===== src/hdl/rm2d_pkg.sv =====
// Package for the two-level rectangle minimum tree.
// Holds the shared codes, the controller/datapath command and status types and
// the signed minimum helper. Depends on nothing.
package rm2d_pkg;

    localparam logic signed [31:0] INT_MAX = 32'sh7FFF_FFFF;

    localparam logic OP_WRITE = 1'b0;
    localparam logic OP_QUERY = 1'b1;

    typedef enum logic [3:0] {
        DP_NOP,
        DP_CLR,
        DP_LOAD,
        DP_LEAF_WR,
        DP_QO_LEFT,
        DP_QO_RIGHT,
        DP_QO_SHIFT,
        DP_QI_LEFT,
        DP_QI_RIGHT,
        DP_QI_SHIFT,
        DP_PA_RD,
        DP_PB_RD,
        DP_P_WR,
        DP_OUT_UP,
        DP_EMIT
    } t_dp_cmd;

    typedef struct packed {
        logic wr_ok;
        logic q_nonempty;
        logic clr_last;
        logic l_lt_r;
        logic ol_odd;
        logic or_odd;
        logic il_lt_ir;
        logic il_odd;
        logic ir_odd;
        logic cj_gt1;
        logic oi_gt1;
    } t_dp_stat;

    function automatic logic signed [31:0] smin(input logic signed [31:0] a,
                                                input logic signed [31:0] b);
        smin = (a <= b) ? a : b;
    endfunction

endpackage


===== src/hdl/rm2d_ctrl.sv =====
// Sequencer for the rectangle minimum tree: clearing pass, cell write with
// tree refresh, and rectangle query. Depends on rm2d_pkg.
module rm2d_ctrl import rm2d_pkg::*; (
    input  logic     i_clk,
    input  logic     i_rst_n,
    input  logic     i_start,
    input  logic     i_opcode,
    input  t_dp_stat i_stat,
    output t_dp_cmd  o_cmd,
    output logic     o_busy
);
    typedef enum logic [3:0] {
        S_CLEAR, S_IDLE, S_W_LEAF, S_CLIMB, S_PA, S_PB, S_PW,
        S_Q_CHK, S_Q_OL, S_Q_OR, S_Q_SH,
        S_I_CHK, S_I_L, S_I_R, S_I_S, S_EMIT
    } t_state;

    t_state  r_state, n_state;
    logic    r_ret_sh, n_ret_sh;
    logic    r_busy;
    t_dp_cmd n_cmd;

    always_comb begin
        n_state  = r_state;
        n_ret_sh = r_ret_sh;
        n_cmd    = DP_NOP;
        case (r_state)
            S_CLEAR: begin
                n_cmd = DP_CLR;
                if (i_stat.clr_last) n_state = S_IDLE;
            end
            S_IDLE: begin
                if (i_start) begin
                    n_cmd = DP_LOAD;
                    if (i_opcode == OP_WRITE) begin
                        n_state = i_stat.wr_ok ? S_W_LEAF : S_IDLE;
                    end else begin
                        n_state = i_stat.q_nonempty ? S_Q_CHK : S_EMIT;
                    end
                end
            end
            S_W_LEAF: begin
                n_cmd   = DP_LEAF_WR;
                n_state = S_CLIMB;
            end
            S_CLIMB: begin
                if (i_stat.cj_gt1) begin
                    n_state = S_PA;
                end else if (i_stat.oi_gt1) begin
                    n_cmd   = DP_OUT_UP;
                    n_state = S_PA;
                end else begin
                    n_state = S_IDLE;
                end
            end
            S_PA: begin
                n_cmd   = DP_PA_RD;
                n_state = S_PB;
            end
            S_PB: begin
                n_cmd   = DP_PB_RD;
                n_state = S_PW;
            end
            S_PW: begin
                n_cmd   = DP_P_WR;
                n_state = S_CLIMB;
            end
            S_Q_CHK: begin
                n_state = i_stat.l_lt_r ? S_Q_OL : S_EMIT;
            end
            S_Q_OL: begin
                if (i_stat.ol_odd) begin
                    n_cmd    = DP_QO_LEFT;
                    n_ret_sh = 1'b0;
                    n_state  = S_I_CHK;
                end else begin
                    n_state = S_Q_OR;
                end
            end
            S_Q_OR: begin
                if (i_stat.or_odd) begin
                    n_cmd    = DP_QO_RIGHT;
                    n_ret_sh = 1'b1;
                    n_state  = S_I_CHK;
                end else begin
                    n_state = S_Q_SH;
                end
            end
            S_Q_SH: begin
                n_cmd   = DP_QO_SHIFT;
                n_state = S_Q_CHK;
            end
            S_I_CHK: begin
                if (i_stat.il_lt_ir) n_state = S_I_L;
                else n_state = r_ret_sh ? S_Q_SH : S_Q_OR;
            end
            S_I_L: begin
                if (i_stat.il_odd) n_cmd = DP_QI_LEFT;
                n_state = S_I_R;
            end
            S_I_R: begin
                if (i_stat.ir_odd) n_cmd = DP_QI_RIGHT;
                n_state = S_I_S;
            end
            S_I_S: begin
                n_cmd   = DP_QI_SHIFT;
                n_state = S_I_CHK;
            end
            S_EMIT: begin
                n_cmd   = DP_EMIT;
                n_state = S_IDLE;
            end
            default: n_state = S_IDLE;
        endcase
    end

    always_ff @(posedge i_clk) begin
        if (!i_rst_n) begin
            r_state  <= S_CLEAR;
            r_ret_sh <= 1'b0;
            r_busy   <= 1'b1;
        end else begin
            r_state  <= n_state;
            r_ret_sh <= n_ret_sh;
            r_busy   <= (n_state != S_IDLE);
        end
    end

    assign o_cmd  = n_cmd;
    assign o_busy = r_busy;
endmodule


===== config.mk =====
export PLATFORM = sky130hd
export DESIGN_NAME = rm2d_ctrl
export DESIGN_NICKNAME = d
export VERILOG_FILES = /design/src/hdl/rm2d_pkg.sv /design/src/hdl/rm2d_ctrl.sv
export SDC_FILE = /design/constraint.sdc
export NUM_CORES = 1
export LEC_CHECK = 0
export BUFFER_PORTS_ARGS = -buffer_cell sky130_fd_sc_hd__buf_4
export CORE_AREA = 10 10 47 49
export CTS_CLUSTER_SIZE = 24
export DETAILED_ROUTE_END_ITERATION = 8
export DIE_AREA = 0 0 57 59
export MAX_ROUTING_LAYER = met4
export PLACE_DENSITY = 0.81
export SLEW_MARGIN = 20
export SYNTH_ARGS = -nofsm -noshare
export SYNTH_HDL_FRONTEND = slang
export SYNTH_SLANG_ARGS = --single-unit

===== constraint.sdc =====
create_clock -name i_clk -period 2.7 [get_ports i_clk]
set_clock_uncertainty 0.15 [all_clocks]
set_input_delay 0.135 -clock i_clk [delete_from_list [all_inputs] [get_ports i_clk]]
set_output_delay 0.135 -clock i_clk [all_outputs]
set_load 0.05 [all_outputs]

==> impl_results.md, run 1 <==
- Reg clk slew, reported paths: 0.04 ns
- GRT Resource Usage Total: 10.0%
- Pin count of the biggest net entering global routing: 23
- Synthesized cell area: 657 µm²
- Top-count cell post-synth: a21oi_1
- R2r endpoint: o_busy$_SDFF_PN1_
- CTS tree: built
- Period utilisation layout: 82.2%
- Clock power frac: 10.8%
- Pins Over Slew Limit: 0
- First-pass GRT wire length: 2.81 mm
- Fin util: 57.6%
- Leak Pwr: 0.335 nW
- Ports: 20
- Max clock buf depth: 2
- Die Y: 59 µm
- Critical hold path startpoint: i_stat[8]
- Worst-Margin Slew: 0.662 ns
- Drt pass-1 iters: 4
- Comb power frac: 62.6%
- WP data arrival: 1.93 ns
- Die area: 0.00336 mm²
- Post-synth ARST share: 0%
- Placed wire-length estimate: 1.30 mm
- Power Density: 906 mW/mm²
- Critical Path Sink Type: output port
- Synth cell types: 38
- Vias per cell: 5.97
- Core Area: 0.00140 mm²
- Required time of the critical path: 2.41 ns
- Residual DRC: 0
- Total Wirelength: 1.65 mm
- Syn-to-layout area delta: 22.9%
- GR Overflow Total: 0
- Critical path class: reg -> out
- Reg2Reg Setup Slack: 0.90 ns
- Endpoints failing hold: 0
- Switching part of the total: 50.6%
- Maximum VDD drop: 0.664 mV
- Post-synth top cells: 7 x a21oi_1, 6 x dfxtp_1, 5 x nor2_1, 5 x nor2b_1, 5 x o21ai_0
- Starting density of the core: 46.9%
- Max-Cap Viols: 0
- Synth warn: 0
- Num Clock Sinks: 6
- Worst slew margin: 55.8%
- WL/cell: 14.1 µm
- Synth top area share: 18.3%
- Setup slack after layout: 0.481 ns
- Hold endpoint: r_state[0]$_SDFF_PN0_
- Finished Layout Cells: 117
- IO Port Bufs: 19
- Initial antenna violation count: 0
- Sequential share of the synthesized area: 18.3%
- Die X: 57 µm
- Pre-CTS setup slack: 0.729 ns
- Int Pwr: 0.361 mW
- Tmin final: 2.22 ns
- Diode count: 0
- Post-Synthesis Net Count: 99
- Flop pwr share: 26.6%
- R2R cell count: 4
- Routability cong.: 0.861
- Status: completed
- Count of flip-flops with a built-in enable after synthesis: 0
- CTS H-tree depth: 1
- Cells after synthesis: 84
- Power, Total: 0.731 mW
- DR iter-0 viols: 26
- Top post-synthesis cells by area: dfxtp_1 18%, a21oi_1 5.3%, nor2b_1 4.8%
- Synth Flop Type: dfxtp_1
- Vias in the first global route: 670
- Worst Hold Class: in -> reg
- # Post-CTS Setup Buffers: 0
- Sw Pwr: 0.370 mW
- Reg-to-reg startpoint: r_state[2]$_SDFF_PN0_
- Vias post-DR: 699
- Fmax: 451 MHz
- Critical-path maximum fanout: 22
- Startpoint types: flip-flop
- Cell taking the most area after synthesis: dfxtp_1
- Core Rows: 14
- Layout cells sized above 1: 30.7%
- Final layout net count: 118
- CTS Buf Count: 3
- Unrepaired setup endpoints after global routing: no
- Setup tns final: 0 ns
- Setup violations, final: 0
- Syn Area/Cell: 7.82 µm²
- Clock Latency Late Sink: 0.24 ns
- Placed Cells: 113
- Root Driver: clkbuf_4
- Hold depth: 3
- Post-route ant nets: 0
- FF+latch count, synth: 6
## critical path, cell delays in order, from the launching register on
cell     delay, ns
dfxtp_1       0.74
nor3b_1       0.18
mux2_2        0.30
a221o_1       0.29
buf_4         0.19
## layer usage
layer	track usage [%]	routed length, µm	up-vias
li1	-	-	352
met1	12.2	752	319
met2	16.1	826	26
met3	1.50	62	2
met4	3.69	9	0
met5	-	0	-
## stage by stage
step	area, µm²	hold WS (ns)
2_1_floorplan	657	0.113
3_3_place_gp	774	0.232
3_5_place_dp	774	0.246
4_1_cts	807	0.121
5_1_grt	807	0.147
6_report	807	0.131
## how the worst max path moves through the flow
stage,depth (start not counted),start,slack (ns),endpoint
after floorplan,5,r_state[2]$_SDFF_PN0_,0.77,o_cmd[0]
after global placement,4,r_state[2]$_SDFF_PN0_,0.77,o_cmd[2]
after detailed placement,4,r_state[2]$_SDFF_PN0_,0.73,o_cmd[2]
after CTS,4,r_state[2]$_SDFF_PN0_,0.48,o_cmd[2]
after global routing,4,r_state[2]$_SDFF_PN0_,0.30,o_cmd[2]
final,4,r_state[2]$_SDFF_PN0_,0.48,o_cmd[2]
## cell usage in the layout, fill, tap and decap left out, types with 4 or more instances in the layout
cell     count
o21ai_0      5
a21oi_1      7
nor2b_1      5
nor2_1       5
buf_4       19
inv_1        4
dfxtp_1      6
## kinds of logic after synthesis
| group | count (synthesis) | synth area share, % |
|---|---|---|
| AOI/OAI and AO/OA | 33 | 37.5 |
| and+or+nand+nor | 32 | 31.0 |
| buffers and inverters | 11 | 9.71 |
| DFF | 6 | 18.3 |
| muxes | 2 | 3.43 |
## registers in the layout, summed over array words and instances, names as in the netlist
signal    cells
r_state       4
r_ret_sh      1
o_busy        1
## power groups by stage
| stage | clock (mW) | sequential, mW | combinational (mW) |
|---|---|---|---|
| floorplan | 0 | 0.152 | 0.405 |
| global placement | 0 | 0.193 | 0.455 |
| detailed placement | 0 | 0.195 | 0.457 |
| CTS | 0.0822 | 0.193 | 0.460 |
| global route | 0.0869 | 0.206 | 0.496 |
| finish | 0.0786 | 0.195 | 0.458 |
## area by class of cell
type	count	area [µm²]
timing repair buffer	20	153
inverter	5	18.8
fill	128	594
multi-input combinational	67	473
tap	16	20.0
sequential	6	120
clock buffer	3	22.5
## timing repair
item                       in CTS  in global routing
setup endpoints to repair       0                  0
hold buffers                    1                  0
resized for setup               0                  0
hold endpoints to repair        1                  0
No activity file was read; power rests on OpenSTA's default activity.
==> run 2: changes to the inputs <==
--- a/config.mk
+++ b/config.mk
@@ -6,10 +6,10 @@
 export NUM_CORES = 1
 export LEC_CHECK = 0
 export BUFFER_PORTS_ARGS = -buffer_cell sky130_fd_sc_hd__buf_4
-export CORE_AREA = 10 10 47 49
+export CORE_MARGIN = 10
+export CORE_UTILIZATION = 49
 export CTS_CLUSTER_SIZE = 24
 export DETAILED_ROUTE_END_ITERATION = 8
-export DIE_AREA = 0 0 57 59
 export MAX_ROUTING_LAYER = met4
 export PLACE_DENSITY = 0.81
 export SLEW_MARGIN = 20
==> constraint.sdc (replaced) <==
create_clock -name i_clk -period 2.1 [get_ports i_clk]
set_clock_uncertainty 0.15 [all_clocks]
set_input_delay 0.105 -clock i_clk [delete_from_list [all_inputs] [get_ports i_clk]]
set_output_delay 0.105 -clock i_clk [all_outputs]
set_load 0.05 [all_outputs]
==> run 2 against run 1 <==
  * Highest routed layer unchanged
  * Utilization increased by 6.6 points
  * Largest cell class unchanged
  * Sequential share of layout area increased by 0.14 points
  * Register-to-register slack got worse by 0.41 ns
  * Cell count increased by 0.85%
  * Clock power increased by 41%
  * Sequential power increased by 15%
==> impl_results.md, run 2 (synthesis results as in run 1) <==
- Finished Layout Cells: 118
- Critical Path Sink Type: output port
- Die X: 56.6 µm
- Unrepaired setup endpoints after global routing: no
- Residual DRC: 0
- Clock Latency Late Sink: 0.26 ns
- Worst-Margin Slew: 0.453 ns
- Worst slew margin: 69.7%
- Pins Over Slew Limit: 0
- Commonest non-fill, non-tap cell in the layout: buf_4
- Layout cells sized above 1: 35.0%
- CTS Buf Count: 3
- Setup tns final: 0 ns
- Critical-path maximum fanout: 15
- Die Y: 56.6 µm
- Clock power frac: 11.3%
- GRT Resource Usage Total: 12.4%
- Sw Pwr: 0.498 mW
- WP data arrival: 1.67 ns
- Worst Hold Class: in -> reg
- Starting density of the core: 51.1%
- Power Density: 1190 mW/mm²
- Vias post-DR: 724
- Max incr delay on CP: 0.47 ns
- Critical path class: reg -> out
- Fmax: 520 MHz
- Num Clock Sinks: 6
- Final layout net count: 120
- Flop pwr share: 22.9%
- Vias in the first global route: 724
- Post-route ant nets: 0
- DR iter-0 viols: 22
- Leak Pwr: 0.346 nW
- Diode count: 0
- Reg clk slew, reported paths: 0.05 ns
- Core Area: 0.00128 mm²
- CP cell instances: and2b_1 -> a32o_1 -> a22o_1 -> buf_4
- GR Overflow Total: 0
- Syn-to-layout area delta: 25.5%
- CTS H-tree depth: 1
- Vias per cell: 6.14
- Initial antenna violation count: 0
- Max FFs per register: 4
- Maximum VDD drop: 0.657 mV
- Ports: 20
- WL/cell: 15.7 µm
- Die area: 0.00321 mm²
- Placed wire-length estimate: 1.39 mm
- IO Port Bufs: 19
- Core Rows: 13
- Pin count of the biggest net entering global routing: 18
- Root Driver: clkbuf_4
- Routability cong.: 0.854
- Max-Cap Viols: 0
- Comb power frac: 65.8%
- Startpoint types: flip-flop
- Placed Cells: 114
- Fin util: 64.2%
- Period utilisation layout: 91.6%
- Switching part of the total: 50.9%
- Slowest stage cell, crit path: dfxtp_2
- Max clock buf depth: 2
- Endpoints failing hold: 0
- Setup violations, final: 0
- # Post-CTS Setup Buffers: 0
- Commonest cells after routing, fill and taps aside: 21 x buf_4, 7 x a21oi_1, 5 x o21ai_0, 5 x nor2_1, 5 x nor2b_1
- First-pass GRT wire length: 3.17 mm
- Biggest register: r_state
- Int Pwr: 0.481 mW
- CTS tree: built
- Dpl cell area: 788 µm²
- Design Area, Final: 825 µm²
- Status: completed
- Total Wirelength: 1.86 mm
- Required time of the critical path: 1.85 ns
- Drt pass-1 iters: 4
- Tmin final: 1.92 ns
run 2: timing repair:
item / CTS / global route
endpoints found under the setup margin: 1 / 3
resized for setup: 1 / 2
endpoints found under the hold margin: 4 / 0
hold buffers: 1 / 0
run 2: layout make-up:
cell class	count	area (µm²)
sequential	6	124
clock buffer	3	22.5
timing repair buffer	22	168
fill	115	460
tap	15	18.8
inverter	5	18.8
multi-input combinational	67	473
run 2: path summary, 6_finish.rpt:
path | depth (start not counted) | slack, ns | endpoint | from
max reg2reg | 5 | 0.49 | o_busy$_SDFF_PN1_ | r_state[2]$_SDFF_PN0_
min reg2reg | 2 | 0.46 | r_ret_sh$_SDFFE_PN0P_ | r_ret_sh$_SDFFE_PN0P_
max | 4 | 0.18 | o_cmd[3] | r_state[3]$_SDFF_PN0_
min | 4 | 0.08 | r_ret_sh$_SDFFE_PN0P_ | i_stat[6]
run 2: critical path: cells and delay by family (launching register included):
| kind | cells | cell delay, ns |
|---|---|---|
| compound gates | 2 | 0.46 |
| flops | 1 | 0.47 |
| simple gates | 1 | 0.30 |
| buf+inv | 1 | 0.19 |
run 2: power by group through the flow:
stage | logic (mW) | clock network [mW] | registers, mW
after floorplan | 0.520 | 0 | 0.195
after global placement | 0.637 | 0 | 0.217
after detailed placement | 0.640 | 0 | 0.221
after CTS | 0.644 | 0.113 | 0.220
after global routing | 0.699 | 0.122 | 0.233
final | 0.644 | 0.111 | 0.224
run 2: per-stage QoR:
step                setup WS [ns]  total power, mW  hold slack [ns]
floorplan                   0.199            0.716           0.0832
global placement            0.288            0.854            0.211
detailed placement          0.202            0.861            0.214
CTS                        0.0430            0.977           0.0761
global route               0.0429             1.05           0.0907
finish                      0.175            0.979           0.0801
run 2: layer usage:
metal | GRT usage [%] | share of wire (%) | vias to the layer above
li1 | - | - | 355
met1 | 13.8 | 43 | 336
met2 | 18.8 | 49 | 31
met3 | 2.70 | 6.6 | 2
met4 | 9.62 | 1.5 | 0
met5 | - | 0 | -
==> run 3: changes to the inputs <==
--- a/config.mk
+++ b/config.mk
@@ -11,8 +11,9 @@
 export CTS_CLUSTER_SIZE = 24
 export DETAILED_ROUTE_END_ITERATION = 8
 export MAX_ROUTING_LAYER = met4
-export PLACE_DENSITY = 0.81
+export PLACE_DENSITY = 0.77
 export SLEW_MARGIN = 20
 export SYNTH_ARGS = -nofsm -noshare
 export SYNTH_HDL_FRONTEND = slang
 export SYNTH_SLANG_ARGS = --single-unit
+export TNS_END_PERCENT = 100
==> run 3 against run 2 <==
  * Die area unchanged
  * Count of clock-buffer cells in the layout unchanged
  * Utilization unchanged
  * Design area unchanged
  * Largest cell class unchanged
  * Largest power group unchanged
==> impl_results.md, run 3 (synthesis results as in run 1) <==
- IO Port Bufs: 19
- Area of the multi-input gates: 473 µm²
- Core Rows: 13
- Clock Latency Late Sink: 0.23 ns
- Ports: 20
- Post-route ant nets: 0
- Maximum VDD drop: 0.658 mV
- CP cell instances: mux2_2 -> a221o_1 -> buf_4
- WP data arrival: 1.70 ns
- Syn-to-layout area delta: 25.5%
- Startpoint types: flip-flop
- Max clock buf depth: 2
- Tmin final: 1.96 ns
- Vias per cell: 6.25
- Commonest non-fill, non-tap cell in the layout: buf_4
- CTS H-tree depth: 1
- DR iter-0 viols: 22
- Reg2Reg Setup Slack: 0.41 ns
- GR Overflow Total: 0
- Worst slew margin: 65.4%
- Max incr delay on CP: 0.54 ns
- Required time of the critical path: 1.85 ns
- # Post-CTS Setup Buffers: 0
- Critical path class: reg -> out
- Final layout net count: 120
- Fin util: 64.2%
- Max-Cap Viols: 0
- Starting density of the core: 51.1%
- Initial antenna violation count: 0
- Biggest register: r_state
- Critical-path maximum fanout: 10
- Period utilisation layout: 93.3%
- Commonest cells after routing, fill and taps aside: 21 x buf_4, 7 x a21oi_1, 5 x o21ai_0, 5 x nor2_1, 5 x nor2b_1
- Num Clock Sinks: 6
- GRT Resource Usage Total: 12.6%
- Endpoints failing hold: 0
- Die area: 0.00321 mm²
- Critical Path Sink Type: output port
- Diode count: 0
- Residual DRC: 0
- Worst-Margin Slew: 0.512 ns
- Core Area: 0.00128 mm²
- Unrepaired setup endpoints after global routing: no
- Die X: 56.6 µm
- Placed wire-length estimate: 1.48 mm
- Root Driver: clkbuf_4
- Total Wirelength: 1.93 mm
- WL/cell: 16.3 µm
- Worst Path Buf+Inv: 1
- Setup tns final: 0 ns
- Reg clk slew, reported paths: 0.04 ns
- Filler Cell Count: 122
- Power, Total: 0.975 mW
- CTS tree: built
- First-pass GRT wire length: 3.36 mm
- Vias in the first global route: 734
- CP delay by family, top: flip-flops
- Drt pass-1 iters: 4
- Layout cells sized above 1: 35.0%
- Pins Over Slew Limit: 0
- Power Density: 1180 mW/mm²
- Max FFs per register: 4
- Setup violations, final: 0
- Die Y: 56.6 µm
- Routability cong.: 0.867
- Worst Hold Class: in -> reg
- Pin count of the biggest net entering global routing: 18
- Worst hold margin: 0.0994 ns
- Slowest stage cell, crit path: dfxtp_1
- Vias post-DR: 737
- CTS Buf Count: 3
- Leak Pwr: 0.346 nW
- Reg area: 124 µm²
- Status: completed
- Fmax: 511 MHz
-- run 3: power breakdown --
| part | internal [mW] | switching (mW) | leakage (nW) |
|---|---|---|---|
| registers | 0.150 | 0.0832 | 0.0506 |
| clock network | 0.0644 | 0.0375 | 0.0138 |
| logic | 0.266 | 0.374 | 0.282 |
-- run 3: layout make-up --
type	count	area share, %
multi-input combinational	67	57.4
tap	15	2.28
clock buffer	3	2.73
inverter	5	2.28
sequential	6	15.0
timing repair buffer	22	20.3
-- run 3: what timing repair did --
action / CTS / global route
endpoints found under the hold margin: 4 / 0
gates resized for setup: 0 / 3
hold buffers: 1 / 0
setup endpoints to repair: 0 / 4
-- run 3: metrics by stage --
stage | setup slack, ns | area (µm²) | std cells
6_report | 0.141 | 825 | 118
5_1_grt | 0.0516 | 825 | 118
4_1_cts | 0.0351 | 821 | 118
3_5_place_dp | 0.317 | 788 | 114
3_3_place_gp | 0.330 | 788 | 114
2_1_floorplan | 0.199 | 657 | 84
-- run 3: worst reg2reg max path, cell delays in order, from the launching register on --
cell	delay, ns
dfxtp_1	0.54
buf_4	0.26
o21ai_0	0.10
a221o_1	0.32
o221a_2	0.16
nor2b_2	0.10
-- run 3: worst paths after layout --
| kind | startpoint | end | cells after the start |
|---|---|---|---|
| min reg2reg | r_ret_sh$_SDFFE_PN0P_ | r_ret_sh$_SDFFE_PN0P_ | 2 |
| max | r_state[0]$_SDFF_PN0_ | o_cmd[2] | 3 |
| max reg2reg | r_state[0]$_SDFF_PN0_ | r_state[2]$_SDFF_PN0_ | 5 |
| min | i_stat[6] | r_ret_sh$_SDFFE_PN0P_ | 4 |
-- run 3: metal layers --
| layer | up-vias | track usage (%) | routed length (µm) |
|---|---|---|---|
| met4 | 0 | 4.47 | 51 |
| li1 | 360 | - | - |
| met2 | 31 | 20.1 | 976 |
| met5 | - | - | 0 |
| met1 | 340 | 14.4 | 773 |
| met3 | 6 | 3.82 | 126 |
